--- config.mk ---
export PLATFORM = sky130hd
export DESIGN_NAME = fmo_scale
export DESIGN_NICKNAME = d
export VERILOG_FILES = /design/src/sv/fmo_pkg.sv /design/src/sv/fmo_scale.sv
export SDC_FILE = /design/constraint.sdc
export NUM_CORES = 1
export LEC_CHECK = 0
export BUFFER_PORTS_ARGS = -buffer_cell sky130_fd_sc_hd__buf_4
export CORE_MARGIN = 2
export CORE_UTILIZATION = 50
export DETAILED_ROUTE_END_ITERATION = 16
export HOLD_SLACK_MARGIN = 0.06
export PLACE_DENSITY = 0.69
export SYNTH_ARGS = -nofsm -noshare
export SYNTH_HDL_FRONTEND = slang
export SYNTH_SLANG_ARGS = --single-unit
--- constraint.sdc ---
create_clock -name clk -period 7.2 [get_ports clk]
set_input_delay 0.72 -clock clk [delete_from_list [all_inputs] [get_ports clk]]
set_output_delay 0.72 -clock clk [all_outputs]
set_load 0.005 [all_outputs]
--- src/sv/fmo_pkg.sv ---
// ----------------------------------------------------------------------------
// fmo_pkg
// Shared widths, codes and the quarter-wave sine table generator for the
// multi-voice FM oscillator.
// ----------------------------------------------------------------------------
package fmo_pkg;

	localparam int PHASE_W   = 24;
	localparam int SAMPLE_W  = 16;
	localparam int AMP_W     = 7;
	localparam int INDEX_W   = 6;
	localparam int NVOICE_W  = 6;
	localparam int VIDX_W    = 5;
	localparam int CFG_IDX_W = 2;
	localparam int CFG_DAT_W = 7;
	localparam int ROM_W     = 15;

	// input word function codes
	localparam logic FUNC_TICK = 1'b0;
	localparam logic FUNC_LOAD = 1'b1;

	// configuration register indexes
	localparam logic [CFG_IDX_W-1:0] CFG_USE_FM     = 2'd0;
	localparam logic [CFG_IDX_W-1:0] CFG_MOD_INDEX  = 2'd1;
	localparam logic [CFG_IDX_W-1:0] CFG_AMP        = 2'd2;
	localparam logic [CFG_IDX_W-1:0] CFG_NUM_VOICES = 2'd3;

	localparam logic [AMP_W-1:0]    AMP_RESET    = 7'd20;
	localparam logic [NVOICE_W-1:0] NVOICE_RESET = 6'd1;

	// phase units per radian, 2^24 / (2 pi)
	localparam logic signed [22:0] TURN_PER_RADIAN = 23'sd2670177;
	localparam longint unsigned    HALF_PI_Q30     = 64'd1686629713;

	// Quarter-wave entry k in Q15: Taylor series of sin in Q30, Horner form
	function automatic logic [ROM_W-1:0] quarter_rom(input int unsigned k,
		input int unsigned tbits);
		logic [63:0] one;
		logic [63:0] x;
		logic [63:0] x2;
		logic [63:0] p;
		logic [63:0] v;
		one = 64'd1 << 30;
		x   = (64'(k) * HALF_PI_Q30) >> (tbits - 2);
		x2  = (x * x) >> 30;
		p   = one - x2 / 64'd72;
		p   = one - (((x2 / 64'd42) * p) >> 30);
		p   = one - (((x2 / 64'd20) * p) >> 30);
		p   = one - (((x2 / 64'd6) * p) >> 30);
		v   = (x * p) >> 30;
		v   = (v + (64'd1 << 14)) >> 15;
		if (v > 64'd32767)
			v = 64'd32767;
		return v[ROM_W-1:0];
	endfunction

endpackage

--- src/sv/fmo_scale.sv ---
// ----------------------------------------------------------------------------
// fmo_scale
// Scale the voice sum by amplitude / (voices * 100) with a bit-serial
// restoring divider, saturate to Q1.15 and hold the sample for the output.
// ----------------------------------------------------------------------------
module fmo_scale #(
	parameter int SUM_W = 22,
	parameter int CNT_W = 6
) (
	input  logic                              clk,
	input  logic                              arst_n,
	input  logic                              start,
	input  logic signed [SUM_W-1:0]           sum,
	input  logic [fmo_pkg::AMP_W-1:0]         amp,
	input  logic [CNT_W-1:0]                  nv,
	output logic                              ready,
	output logic signed [fmo_pkg::SAMPLE_W-1:0] sample,
	output logic                              out_valid,
	input  logic                              out_stall
);
	import fmo_pkg::*;

	localparam int PW = SUM_W + AMP_W;
	localparam int DW = CNT_W + 7;
	localparam int IW = $clog2(PW + 1);

	localparam logic [1:0] S_IDLE = 2'd0;
	localparam logic [1:0] S_PREP = 2'd1;
	localparam logic [1:0] S_DIV  = 2'd2;
	localparam logic [1:0] S_DONE = 2'd3;

	logic [1:0]          state_q;
	logic                neg_q;
	logic [SUM_W-1:0]    mag_q;
	logic [AMP_W-1:0]    amp_q;
	logic [CNT_W-1:0]    nv_q;
	logic [PW-1:0]       dvd_q;
	logic [DW-1:0]       dvs_q;
	logic [DW-1:0]       rem_q;
	logic [IW-1:0]       cnt_q;
	logic [DW:0]         rem_sh;
	logic                fits;
	logic                slot_free;
	logic                over;
	logic [SAMPLE_W-1:0] sat;

	assign ready     = (state_q == S_IDLE);
	assign rem_sh    = {rem_q, dvd_q[PW-1]};
	assign fits      = (rem_sh >= {1'b0, dvs_q});
	assign slot_free = !out_valid || !out_stall;

	// saturate the quotient held in dvd_q
	always_comb begin
		over = neg_q ? (dvd_q > PW'(32768)) : (dvd_q > PW'(32767));
		if (over)
			sat = neg_q ? 16'h8000 : 16'h7fff;
		else
			sat = neg_q ? (16'd0 - dvd_q[SAMPLE_W-1:0]) : dvd_q[SAMPLE_W-1:0];
	end

	// sequence the divide
	always_ff @(posedge clk or negedge arst_n) begin
		if (!arst_n) begin
			state_q <= S_IDLE;
		end else begin
			unique case (state_q)
				S_IDLE: begin
					if (start)
						state_q <= S_PREP;
				end
				S_PREP: begin
					state_q <= S_DIV;
				end
				S_DIV: begin
					if (cnt_q == '0)
						state_q <= S_DONE;
				end
				S_DONE: begin
					if (slot_free)
						state_q <= S_IDLE;
				end
			endcase
		end
	end

	// operands, shift-subtract step
	always_ff @(posedge clk) begin
		if (state_q == S_IDLE && start) begin
			neg_q <= sum[SUM_W-1];
			mag_q <= sum[SUM_W-1] ? SUM_W'(-sum) : SUM_W'(sum);
			amp_q <= amp;
			nv_q  <= nv;
		end
		if (state_q == S_PREP) begin
			dvd_q <= PW'(mag_q * amp_q);
			dvs_q <= DW'(nv_q * 7'd100);
			rem_q <= '0;
			cnt_q <= IW'(PW - 1);
		end
		if (state_q == S_DIV) begin
			rem_q <= fits ? DW'(rem_sh - {1'b0, dvs_q}) : rem_sh[DW-1:0];
			dvd_q <= {dvd_q[PW-2:0], fits};
			cnt_q <= cnt_q - 1'b1;
		end
	end

	// hold the output word until taken
	always_ff @(posedge clk or negedge arst_n) begin
		if (!arst_n) begin
			out_valid <= 1'b0;
		end else if (state_q == S_DONE && slot_free) begin
			out_valid <= 1'b1;
		end else if (!out_stall) begin
			out_valid <= 1'b0;
		end
	end

	always_ff @(posedge clk) begin
		if (state_q == S_DONE && slot_free)
			sample <= $signed(sat);
	end

endmodule

==> results.md <==
* Status: completed
* Synth async-reset ratio at 2.65%
* Drt drc at 0
* Total negative slack at 0 ns
* Cts hold-fix bufs at 0
* H-tree Lvls at 4
* Clk pin slew, worst setup/hold paths at 0.06 ns
* Reg2reg path depth at 17
* DIE HEIGHT at about 150 microns
* Crit. End Element: register
* Antenna cells at 0
* Pins Over Slew Limit at 0
* Post-CTS Setup Bufs at 0
* Relative slew slack at a little over a quarter
* Arrival time at the worst endpoint at 6.07 ns
* Mapped Area at 10700 sq um
* Worst EP required at ~7.3 ns
* CP Max Fanout at 22
* Initial core utilization at 51.1%
* Vias per cell at 5.35
* CTS tree: built
* Nets@finish at 1334
* Largest net degree at the start of global routing at 76
* DR iter-0 viols at 503
* I/O pins at 57
* Synth unique cells at 54
* Post-synth top flop: edfxtp_1
* EDFF count, synth at 110
* Vias in the first global route at 7521
* FF+latch count, synth at 113
* Uppermost layer routed: met4
* P&R area growth vs syn at 11.7%
* R2R setup slack at 1.27 ns
* Root buffer cell: clkbuf_16
* TritonCTS Buffers at 17
* Mapped Nets at around 1300
* Seq/Total Area, Yosys at 31.5%
* Reg2Reg Capture Point: dvd_q[26]$_DFFE_PP_
* CP peak stage delay at 0.72 ns
* Pre-antenna DRT Iters at 5
* Fmax at 169 MHz
* CTS Buffer Depth at 2
* Total wire length at 21.3 mm
* Antenna violations before repair at 0
* Wire length on met2 at 10.0 mm
* Pre-CTS setup slack at 1.31 ns
* Slowest-stage cell, CP: a221oi_1
* RD Place Congestion at 0.845
* CP Cell Sequence: and2_1 > fa_1 > inv_1 > fa_1 > inv_1 > fa_1 > inv_1 > fa_1 > inv_1 > ha_1 > a21o_1 > a221oi_1 > a2111oi_0 > nor4_1 > o41ai_1 > xnor2_1 > o21ai_0
* Skew final at approximately 0.0099 ns
* Met1 WL at 10.2 mm
* Die area at ~23000 sq um
* Endpoints failing setup at 0
* IO buf count at 56
* Hpwl dp at 15.9 mm
* CP endpoint: dvd_q[26]$_DFFE_PP_
* Setup crit start kind: register
* Layout cell share with drive strength beyond 1 at 9.40%
* Core Region at 21000 sq um
* Post-cts sizing count at 0
* Synth Instances at 1063
* Die Span X at 151 microns
* Site Rows at 53
* Clk Latency, worst-skew pair at 0.42 ns
* Placed Cells at between 1000 and 1500
* Grt ovf at 0
* Overall routing resource usage at 20.4%
* Vias at 7444
* RSZ-0062 raised after global routing: no
* Final Hold Fails at 0
* Fillers at between 1500 and 2000
* Mapped Avg Cell Area at 10.1 sq um
* Crit path launch: amp_q[3]$_DFFE_PP_
* Finished Layout Cells at 1392
* Met3 wire len at 787 microns
* Slew at the pin closest to its max-slew limit at 1.10 ns
* Max Cap Viol at 0
* CP Class: reg2reg
* WL per Instance at 15.3 microns
* FF+latch area at 3380 sq um
* Final period util at 82.3%
* Worst R2R Start: amp_q[3]$_DFFE_PP_
* ANT nets after route at 0
* Clock sinks at roughly 110
* Hold crit path type: in2async
* Minimum clock period at 5.93 ns
* Final setup margin at 1.27 ns
* Synth Warn # at 0
* Area occupied by multi-input gates at around 6700 sq um
* Global-route wire length before repair at 36.8 mm
## worst min path at each step
stage	from	end	slack, ns	cells after the start
global placement	nv_q[0]$_DFFE_PP_	dvs_q[2]$_DFFE_PN_	0.50	0
CTS	arst_n	state_q[0]$_DFFE_PN0P_	0.07	1
floorplan	arst_n	out_valid$_DFFE_PN0P_	0.42	0
global route	arst_n	state_q[0]$_DFFE_PN0P_	0.07	1
finish	arst_n	state_q[0]$_DFFE_PN0P_	0.08	1
detailed placement	nv_q[0]$_DFFE_PP_	dvs_q[2]$_DFFE_PN_	0.50	0
## cell usage after synthesis (2+ instances only)
library cell / n / area, sq um
o31ai_1: 12 / 90.1
nand4_1: 9 / 56.3
mux2_2: 4 / 45.0
xor2_1: 26 / 228
o22ai_1: 4 / 25.0
mux2i_1: 8 / 80.1
nand2b_1: 2 / 12.5
a21boi_0: 2 / 15.0
nand2_1: 125 / 469
o31a_1: 2 / 17.5
a2111oi_0: 2 / 17.5
or3_1: 7 / 43.8
or2_2: 5 / 31.3
nand3_1: 8 / 40.0
inv_1: 130 / 488
and2_1: 105 / 657
and3_1: 3 / 18.8
and4_1: 3 / 26.3
nor2b_1: 14 / 87.6
xnor2_1: 43 / 377
o21bai_1: 4 / 30.0
dfrtp_1: 3 / 75.1
o211a_1: 3 / 30.0
nor3_1: 11 / 55.1
fa_1: 101 / 2020
a211oi_1: 4 / 30.0
o21ai_0: 65 / 325
a21oi_1: 36 / 180
o41ai_1: 5 / 43.8
o21ai_2: 2 / 17.5
a21o_1: 18 / 135
nor4_1: 8 / 50.1
or4_4: 3 / 33.8
o21a_1: 11 / 82.6
o211ai_1: 3 / 22.5
a31oi_1: 3 / 18.8
ha_1: 89 / 1110
nor2_1: 20 / 75.1
edfxtp_1: 110 / 3300
clkbuf_1: 36 / 135
## registers in the layout, summed over array words and instances, names as in the netlist, 2 cells and up
register / count
amp_q: 7
cnt_q: 5
dvd_q: 29
dvs_q: 11
mag_q: 22
nv_q: 6
rem_q: 13
sample: 16
state_q: 2
## layer usage
metal  up-vias  GRT usage (%)
met3        21           3.42
met5         -              0
li1       3673              -
met4         0           5.85
met1      3579           27.9
met2       171           33.5
## logic make-up after synthesis
kind of cell	synth area share, %
xor gates and xnor gates	5.63
muxes	1.17
DFF	31.5
AOI/OAI and AO/OA	10.9
buffers and inverters	5.80
and+or+nand+nor	15.9
adders and majority gates	29.2
## final cells by class
class,instances,area share (%)
clock buffer,20,3.64
clock inverter,11,1.36
inverter,130,4.07
multi-input combinational,784,56.2
sequential,113,28.2
tap,275,2.87
timing repair buffer,59,3.69
## worst max-delay path, delay by kind of cell, from the launching register on
| family | cells | cell delay, ns |
|---|---|---|
| buffers and inverters | 4 | 0.19 |
| adders and majority gates | 5 | 2.40 |
| AOI/OAI and AO/OA | 5 | 1.45 |
| xor gates and xnor gates | 1 | 0.15 |
| DFF | 1 | 0.69 |
| and+or+nand+nor | 2 | 0.77 |
## through the flow
stage	instance area, sq um	hold slack (ns)	utilization, %
2_1_floorplan	10700	0.424	-
3_3_place_gp	11400	0.501	54.2
3_5_place_dp	11400	0.496	54.2
4_1_cts	12000	0.0686	57.0
5_1_grt	12000	0.0672	57.0
6_report	12000	0.0766	57.0
## cell usage in the layout, fill, tap and decap left out, drive strengths merged, types with 14 or more instances in the layout
| cell | n |
|---|---|
| buf | 59 |
| nand2 | 125 |
| ha | 89 |
| a21o | 18 |
| o21ai | 67 |
| nor2b | 14 |
| and2 | 105 |
| clkbuf | 20 |
| xnor2 | 43 |
| xor2 | 26 |
| edfxtp | 110 |
| nor2 | 20 |
| fa | 101 |
| a21oi | 36 |
| inv | 131 |
Power is left out: the tool's default activity adds up to more than one toggle a clock period on the data nets, which glitch-free logic cannot reach.
